$ cat src/hdl/lom_pkg.sv
// ----------------------------------------------------------------------------
// lom_pkg
// Types and constants for the limit order matching core.
// ----------------------------------------------------------------------------
package lom_pkg;
    localparam int BOOK_DEPTH_DEF = 16;

    localparam logic [1:0] KIND_TRADE   = 2'd0;
    localparam logic [1:0] KIND_RESTED  = 2'd1;
    localparam logic [1:0] KIND_DROPPED = 2'd2;

    typedef struct packed {
        logic        is_sell;
        logic [15:0] order_id;
        logic [15:0] limit_price;
        logic [15:0] order_qty;
    } order_t;

    typedef struct packed {
        logic [1:0]  kind;
        logic [15:0] aggressor_id;
        logic [15:0] resting_id;
        logic [15:0] fill_price;
        logic [15:0] fill_qty;
        logic        last;
    } result_t;

    typedef struct packed {
        logic [15:0] id;
        logic [15:0] price;
        logic [15:0] qty;
    } slot_t;

    // Per-cycle command broadcast to every cell of one side.
    typedef struct packed {
        logic        shift_up;   // remove head: take entry from right neighbor
        logic        dec_head;   // reduce head quantity by dec_qty
        logic [15:0] dec_qty;
        logic        insert;     // insert new entry at price position
        slot_t       ins;
        logic        ins_sell;   // side ordering of this table
    } cell_cmd_t;
endpackage

$ cat src/hdl/lom_cell.sv
// ----------------------------------------------------------------------------
// lom_cell
// One book entry: holds a slot and moves it with its neighbors.
// ----------------------------------------------------------------------------
module lom_cell
    import lom_pkg::*;
(
    input  logic      aclk,
    input  logic      aresetn,
    input  logic      is_head,
    input  cell_cmd_t cmd,
    input  slot_t     left_slot,
    input  logic      left_valid,
    input  logic      left_worse,
    input  slot_t     right_slot,
    input  logic      right_valid,
    output slot_t     slot,
    output logic      valid,
    output logic      worse
);
    slot_t slot_reg, slot_next;
    logic  valid_reg, valid_next;

    // Strictly worse than the incoming price on this side.
    assign worse = valid_reg &&
        (cmd.ins_sell ? (slot_reg.price > cmd.ins.price) : (slot_reg.price < cmd.ins.price));

    always_comb begin
        slot_next  = slot_reg;
        valid_next = valid_reg;
        if (cmd.shift_up) begin
            slot_next  = right_slot;
            valid_next = right_valid;
        end else if (cmd.dec_head && is_head) begin
            slot_next.qty = slot_reg.qty - cmd.dec_qty;
        end else if (cmd.insert) begin
            // Entries at or after the insert point move one place down.
            if (worse || !valid_reg) begin
                // The insert point is the first such cell: head, or left stays put.
                if (is_head || (left_valid && !left_worse)) begin
                    slot_next  = cmd.ins;
                    valid_next = 1'b1;
                end else begin
                    slot_next  = left_slot;
                    valid_next = left_valid;
                end
            end
        end
    end

    always_ff @(posedge aclk) begin
        if (!aresetn) begin
            valid_reg <= 1'b0;
        end else begin
            valid_reg <= valid_next;
        end
        slot_reg <= slot_next;
    end

    assign slot  = slot_reg;
    assign valid = valid_reg;
endmodule

$ cat src/hdl/lom_side.sv
// ----------------------------------------------------------------------------
// lom_side
// One side of the book: a chain of cells, head first.
// ----------------------------------------------------------------------------
module lom_side
    import lom_pkg::*;
#(
    parameter int BOOK_DEPTH = BOOK_DEPTH_DEF
) (
    input  logic      aclk,
    input  logic      aresetn,
    input  cell_cmd_t cmd,
    output slot_t     head_slot,
    output logic      head_valid,
    output logic      full
);
    slot_t slots  [BOOK_DEPTH];
    logic  valids [BOOK_DEPTH];
    logic  worses [BOOK_DEPTH];

    for (genvar g = 0; g < BOOK_DEPTH; g++) begin : g_cell
        slot_t ls, rs;
        logic  lv, lw, rv;
        if (g == 0) begin : g_first
            assign ls = '0;
            assign lv = 1'b0;
            assign lw = 1'b0;
        end else begin : g_mid
            assign ls = slots[g-1];
            assign lv = valids[g-1];
            assign lw = worses[g-1];
        end
        if (g == BOOK_DEPTH - 1) begin : g_last
            assign rs = '0;
            assign rv = 1'b0;
        end else begin : g_next
            assign rs = slots[g+1];
            assign rv = valids[g+1];
        end
        lom_cell u_cell (
            .aclk       (aclk),
            .aresetn    (aresetn),
            .is_head    (g == 0),
            .cmd        (cmd),
            .left_slot  (ls),
            .left_valid (lv),
            .left_worse (lw),
            .right_slot (rs),
            .right_valid(rv),
            .slot       (slots[g]),
            .valid      (valids[g]),
            .worse      (worses[g])
        );
    end

    assign head_slot  = slots[0];
    assign head_valid = valids[0];
    assign full       = valids[BOOK_DEPTH-1];
endmodule

$ cat src/hdl/limit_order_matching_core.sv
// ----------------------------------------------------------------------------
// limit_order_matching_core
// Price-time priority matching of limit orders against a two-sided book.
// ----------------------------------------------------------------------------
//  channel | dir | payload  | handshake
//  s_      | in  | order_t  | s_valid / s_ready
//  m_      | out | result_t | m_valid / m_ready
//
// An order is accepted, then yields one result per fill (at most BOOK_DEPTH)
// and one for any remainder, which rests or is dropped; the walk of the
// opposite chain's head goes one entry per cycle while the output is not
// stalled.
// A zero-quantity order is dropped on acceptance with no result.
// Reset empties both books at once (valid bit per cell).
// A stalled output holds the walk; the next order is taken once the last
// result of the current one is in the output register and that register is free or being taken.
module limit_order_matching_core
    import lom_pkg::*;
#(
    parameter int BOOK_DEPTH = BOOK_DEPTH_DEF
) (
    input  logic    aclk,
    input  logic    aresetn,
    input  logic    s_valid,
    output logic    s_ready,
    input  order_t  s_data,
    output logic    m_valid,
    input  logic    m_ready,
    output result_t m_data
);
    localparam logic ST_IDLE = 1'b0;
    localparam logic ST_WORK = 1'b1;

    logic    state_reg, state_next;
    order_t  ord_reg, ord_next;
    logic    m_valid_reg, m_valid_next;
    result_t m_data_reg, m_data_next;

    cell_cmd_t bid_cmd, ask_cmd;
    slot_t     bid_head, ask_head, opp_head;
    logic      bid_hv, ask_hv, bid_full, ask_full, opp_hv, own_full;
    logic      out_free, crosses;
    logic [15:0] fill;

    lom_side #(.BOOK_DEPTH(BOOK_DEPTH)) u_bid (
        .aclk(aclk), .aresetn(aresetn), .cmd(bid_cmd),
        .head_slot(bid_head), .head_valid(bid_hv), .full(bid_full)
    );
    lom_side #(.BOOK_DEPTH(BOOK_DEPTH)) u_ask (
        .aclk(aclk), .aresetn(aresetn), .cmd(ask_cmd),
        .head_slot(ask_head), .head_valid(ask_hv), .full(ask_full)
    );

    // Output register frees when empty or being taken.
    assign out_free = !m_valid_reg || m_ready;
    assign s_ready  = (state_reg == ST_IDLE) && out_free;

    assign opp_head = ord_reg.is_sell ? bid_head : ask_head;
    assign opp_hv   = ord_reg.is_sell ? bid_hv : ask_hv;
    assign own_full = ord_reg.is_sell ? ask_full : bid_full;
    assign crosses  = opp_hv && (ord_reg.is_sell ? (opp_head.price >= ord_reg.limit_price)
                                                 : (opp_head.price <= ord_reg.limit_price));
    assign fill     = (opp_head.qty < ord_reg.order_qty) ? opp_head.qty : ord_reg.order_qty;

    always_comb begin
        cell_cmd_t opp_cmd, own_cmd;
        opp_cmd          = '0;
        own_cmd          = '0;
        own_cmd.ins_sell = ord_reg.is_sell;
        own_cmd.ins      = '{id: ord_reg.order_id, price: ord_reg.limit_price,
                             qty: ord_reg.order_qty};
        opp_cmd.ins_sell = !ord_reg.is_sell;
        state_next   = state_reg;
        ord_next     = ord_reg;
        m_valid_next = m_valid_reg && !m_ready;
        m_data_next  = m_data_reg;
        unique case (state_reg)
            ST_IDLE: begin
                if (s_valid && s_ready) begin
                    ord_next = s_data;
                    if (s_data.order_qty != 16'd0) begin
                        state_next = ST_WORK;
                    end
                end
            end
            ST_WORK: begin
                if (out_free) begin
                    m_valid_next = 1'b1;
                    m_data_next.aggressor_id = ord_reg.order_id;
                    if (crosses) begin
                        // Emit a trade at the resting price; advance or trim head.
                        m_data_next.kind       = KIND_TRADE;
                        m_data_next.resting_id = opp_head.id;
                        m_data_next.fill_price = opp_head.price;
                        m_data_next.fill_qty   = fill;
                        m_data_next.last       = (fill == ord_reg.order_qty);
                        ord_next.order_qty     = ord_reg.order_qty - fill;
                        if (fill == opp_head.qty) begin
                            opp_cmd.shift_up = 1'b1;
                        end else begin
                            opp_cmd.dec_head = 1'b1;
                            opp_cmd.dec_qty  = fill;
                        end
                        if (fill == ord_reg.order_qty) begin
                            state_next = ST_IDLE;
                        end
                    end else begin
                        // Rest the remainder, or drop it when the table is full.
                        m_data_next.kind       = own_full ? KIND_DROPPED : KIND_RESTED;
                        m_data_next.resting_id = 16'd0;
                        m_data_next.fill_price = ord_reg.limit_price;
                        m_data_next.fill_qty   = ord_reg.order_qty;
                        m_data_next.last       = 1'b1;
                        own_cmd.insert         = !own_full;
                        state_next             = ST_IDLE;
                    end
                end
            end
            default: state_next = ST_IDLE;
        endcase
        bid_cmd = ord_reg.is_sell ? opp_cmd : own_cmd;
        ask_cmd = ord_reg.is_sell ? own_cmd : opp_cmd;
    end

    always_ff @(posedge aclk) begin
        if (!aresetn) begin
            state_reg   <= ST_IDLE;
            m_valid_reg <= 1'b0;
        end else begin
            state_reg   <= state_next;
            m_valid_reg <= m_valid_next;
        end
        ord_reg    <= ord_next;
        m_data_reg <= m_data_next;
    end

    assign m_valid = m_valid_reg;
    assign m_data  = m_data_reg;
endmodule

$ cat config.mk
export PLATFORM = sky130hd
export DESIGN_NAME = limit_order_matching_core
export DESIGN_NICKNAME = d
export VERILOG_FILES = /design/src/hdl/lom_pkg.sv /design/src/hdl/lom_cell.sv /design/src/hdl/lom_side.sv /design/src/hdl/limit_order_matching_core.sv
export SDC_FILE = /design/constraint.sdc
export NUM_CORES = 2
export LEC_CHECK = 0
export BUFFER_PORTS_ARGS = -buffer_cell sky130_fd_sc_hd__buf_2
export CAP_MARGIN = 30
export CORE_MARGIN = 1.5
export CORE_UTILIZATION = 52
export CTS_CLUSTER_DIAMETER = 150
export DETAILED_ROUTE_END_ITERATION = 6
export PLACE_DENSITY = 0.68
export SKIP_LAST_GASP = 1
export SYNTH_ARGS = -nofsm -noshare
export SYNTH_HDL_FRONTEND = slang
export SYNTH_SLANG_ARGS = --single-unit
$ cat constraint.sdc
create_clock -name aclk -period 22.7 [get_ports aclk]
set_input_delay 0 -clock aclk [delete_from_list [all_inputs] [get_ports aclk]]
set_output_delay 0 -clock aclk [all_outputs]
set_load 0.005 [all_outputs]
==> metrics <==
status=complete, no violations; Clock Skews=between 0.03 and 0.04 ns; clk slew on worst S/H paths=0.07 ns; delay of the slowest cell on the worst path=between 0.8 and 0.9 ns; Max FO, Critical Path=52; Avg Vias per Cell=approximately 6.3; Area Overhead vs Synth=9.803%; clock network fraction of total power=0.378; Die Y-Extent=around 440 um; Hold Crit Class=input port to flip-flop; Synth area leader=edfxtp_1; Synth warnings=0; initial antenna violation count=3; r2r setup slk=about 15 ns; R2R depth=21; top routing layer in use=met4; post-synth top area share=0.4796; Seq pwr share=0.475; Final Critical Period=roughly 8.0 ns; Fill cells=15660; worst r2r src=ord_reg[48]; vias=72880; post-cts resize count=0; ys async rst share=0; Syn Inst Count=roughly 9000; prevailing post-synth register cell=edfxtp_1; CP Buf/Inv Count=2; Cell variety after synth=77; worst skew pair latency=~0.84 ns; Post-synth EDFFs=approximately 1600; Avg WL per Cell=between 20 and 25 um; Slew Limit Fails=0; final wirelength=between 200000 and 300000 um; slew margin rel.=0.3110; DR WL met2=~130000 um; layout cell share with drive strength beyond 1=0.07881; clk buf depth=3; clk root buf=clkbuf_16; Final Cycle Share=0.3521; P_sw=around 2.2 mW; Peak VDD IR=0.06809 mV; Power Dens Cells=between 70 and 80 mW/mm^2; crit-path leading delay family=compound AO/OA/AOI/OAI gates; Worst path depth=21; CTS tree=yes; DRC viols=0; H-tree depth=4; total placed instance area=approximately 0.10 sq mm; hold worst-path end=ord_reg[31]; Switching Share=0.2737; first-pass GRT wire length=~430000 um; met1 wire length=~130000 um; largest cells by area after synthesis=edfxtp_1, mux2i_1, ha_1; Post-DP HPWL=179500 um; DIE AREA=about 0.19 sq mm; startpoint types=flip-flop; Hold WS=around 0.05 ns; Die Width=around 440 um; P_int=5.931 mW; setup tns final=0 ns; gr ovfl total=0; R2R Path End=u_ask.g_cell[0].u_cell.slot[15]; Synth Net Count=9722; # IOs=122; RSZ-0062 raised after global routing=false; nets=9600; synthesized area per cell=about 11 sq um; Fin. Hold Viols=0; Crit-path slowest cell=nand3_1; row count=between 150 and 200; cell area after synthesis=0.09742 sq mm; Worst Tran Pin Value=approximately 1 ns; hold path cells=2; Setup Buffers After CTS=0; post-layout power=8.167 mW; largest net degree at the start of global routing=270; vias in the first global route=71170; Port Buffers=approximately 120; Max Cap Viol=0; worst endpoint required time=between 20 and 25 ns; Starting Density=0.5242; Initial DRC Count=7622; Leak Pwr=between 40 and 50 nW; met3 wire len=19380 um; worst setup path category=flip-flop to flip-flop; CP Capture Type=flip-flop; Cell Chain, Critical Path=buf_4 -> buf_4 -> mux2_2 -> ha_1 -> nor2b_1 -> o31ai_1 -> a211oi_1 -> o31a_1 -> o21ai_1 -> nand3_1 -> nor2_1 -> nand2_1 -> ha_1 -> or4_1 -> o211ai_1 -> o21ba_2 -> o41ai_1 -> o21ai_0 -> o41ai_1 -> xnor2_1 -> a211o_1; GRT Total Usage=0.2873; min-delay src=s_data[31]; fmax=between 100 and 150 MHz; post-synthesis register bit count=around 1700; core area=about 0.19 sq mm; Final GP Congestion=around 0.9; Initial DRT Pass Iterations=6; clk sinks=between 1500 and 2000; crit path DAT=between 8 and 9 ns; setup violators final=0; Gate power share=0.147; antenna-violating nets left=0; Seq/Total Area, Yosys=0.5063; hold buffer count at CTS=94; fin area=0.1070 sq mm; TritonCTS buffer count=about 190
cell usage in the layout, fill, tap and decap left out, types with 17 or more instances in the layout:
master | Yosys | layout
buf_2 | 114 | 121
dlygate4sd3_1 | 0 | 94
nand2b_1 | 39 | 39
nor2b_1 | 64 | 63
clkbuf_16 | 0 | 192
inv_1 | 139 | 138
a21oi_1 | 286 | 273
clkbuf_1 | 467 | 49
nor3_1 | 49 | 49
nand3_1 | 94 | 92
edfxtp_1 | 1556 | 1556
o21ai_0 | 1235 | 1231
ha_1 | 543 | 543
o21a_1 | 59 | 59
clkinv_2 | 0 | 39
mux2i_1 | 1338 | 1338
a31oi_1 | 62 | 62
nand2_2 | 0 | 25
o21bai_1 | 28 | 28
mux2_2 | 24 | 24
nand4_1 | 57 | 57
a211oi_1 | 70 | 70
dfxtp_1 | 130 | 129
a22oi_1 | 52 | 52
o21ai_1 | 234 | 232
o211ai_1 | 41 | 41
clkinv_1 | 0 | 24
a21o_1 | 129 | 126
buf_4 | 56 | 180
a221o_1 | 32 | 32
nand2_1 | 1518 | 1493
a21boi_0 | 22 | 22
nor2_1 | 283 | 282
and2_1 | 57 | 55
bufinv_16 | 0 | 17
xnor2_1 | 35 | 35
cells in the mapped netlist, types with 49 or more instances:
| library cell | number |
|---|---|
| edfxtp_1 | 1556 |
| nand2_1 | 1518 |
| mux2i_1 | 1338 |
| o21ai_0 | 1235 |
| ha_1 | 543 |
| clkbuf_1 | 467 |
| a21oi_1 | 286 |
| nor2_1 | 283 |
| o21ai_1 | 234 |
| inv_1 | 139 |
| dfxtp_1 | 130 |
| a21o_1 | 129 |
| buf_2 | 114 |
| nand3_1 | 94 |
| a211oi_1 | 70 |
| nor2b_1 | 64 |
| a31oi_1 | 62 |
| buf_6 | 60 |
| o21a_1 | 59 |
| and2_1 | 57 |
| nand4_1 | 57 |
| buf_4 | 56 |
| a22oi_1 | 52 |
| nor3_1 | 49 |
metrics by stage:
step / setup slack [ns] / cells / util
after floorplan: 15.22 / 9123 / -
after global placement: 14.52 / 11160 / 0.5339
after detailed placement: 14.40 / 11190 / 0.5366
after CTS: 14.36 / 11630 / 0.5746
after global routing: 14.29 / 11640 / 0.5756
final: 14.71 / 11640 / 0.5756
how the worst max path moves through the flow:
stage	from	to	slack (ns)
finish	ord_reg[48]	u_ask.g_cell[0].u_cell.slot[15]	14.71
global route	ord_reg[48]	u_ask.g_cell[0].u_cell.slot[15]	14.29
CTS	ord_reg[48]	u_ask.g_cell[0].u_cell.slot[15]	14.36
detailed placement	ord_reg[48]	u_ask.g_cell[0].u_cell.slot[15]	14.40
global placement	ord_reg[48]	u_ask.g_cell[0].u_cell.slot[15]	14.52
floorplan	ord_reg[48]	u_bid.g_cell[6].u_cell.slot[0]	15.22
logic make-up after synthesis:
| family | after synthesis | share of synthesized area |
|---|---|---|
| flops | 1686 | 0.5063 |
| xor+xnor | 47 | 0.004225 |
| buf+inv | 868 | 0.04228 |
| mux | 1364 | 0.1405 |
| simple gates | 2232 | 0.09581 |
| compound gates | 2380 | 0.1404 |
| fa+ha+maj | 546 | 0.07036 |
worst reg2reg max path: stages, from the launching register on:
cell and delay [ns]:
edfxtp_1 0.33, buf_4 0.49, buf_4 0.61, mux2_2 0.45
ha_1 0.29, nor2b_1 0.13, o31ai_1 0.20, a211oi_1 0.11
o31a_1 0.36, o21ai_1 0.65, nand3_1 0.82, nor2_1 0.66
nand2_1 0.12, ha_1 0.34, or4_1 0.54, o211ai_1 0.12
o21ba_2 0.20, o41ai_1 0.35, o21ai_0 0.22, o41ai_1 0.36
xnor2_1 0.12, a211o_1 0.29
routing by layer:
| metal | global-route usage | vias to the layer above |
|---|---|---|
| met2 | 0.4476 | 2827 |
| met1 | 0.4151 | 36230 |
| met4 | 0.09335 | 0 |
| li1 | - | 33390 |
| met3 | 0.03769 | 439 |
| met5 | 0 | - |
area by class of cell:
cell class / count / area [sq um] / area share
clock inverters: 91 / 925.9 / 0.008656
diodes: 2 / 5.005 / 0.00004679
inverters: 139 / 524.3 / 0.004901
repair buffers: 420 / 3470 / 0.03244
flip-flops and latches: 1686 / 49330 / 0.4612
multi-input cells: 6569 / 44420 / 0.4152
clock buffers: 256 / 5195 / 0.04857
well taps: 2480 / 3103 / 0.02901
power groups by stage:
stage | combinational [mW] | clock, mW | sequential, mW
floorplan | 0.792 | 0 | 3.87
global placement | 1.11 | 0 | 3.93
detailed placement | 1.16 | 0 | 3.94
CTS | 1.18 | 3.13 | 3.87
global route | 1.31 | 3.24 | 3.90
finish | 1.20 | 3.09 | 3.88
No activity file was read; power rests on OpenSTA's default activity.
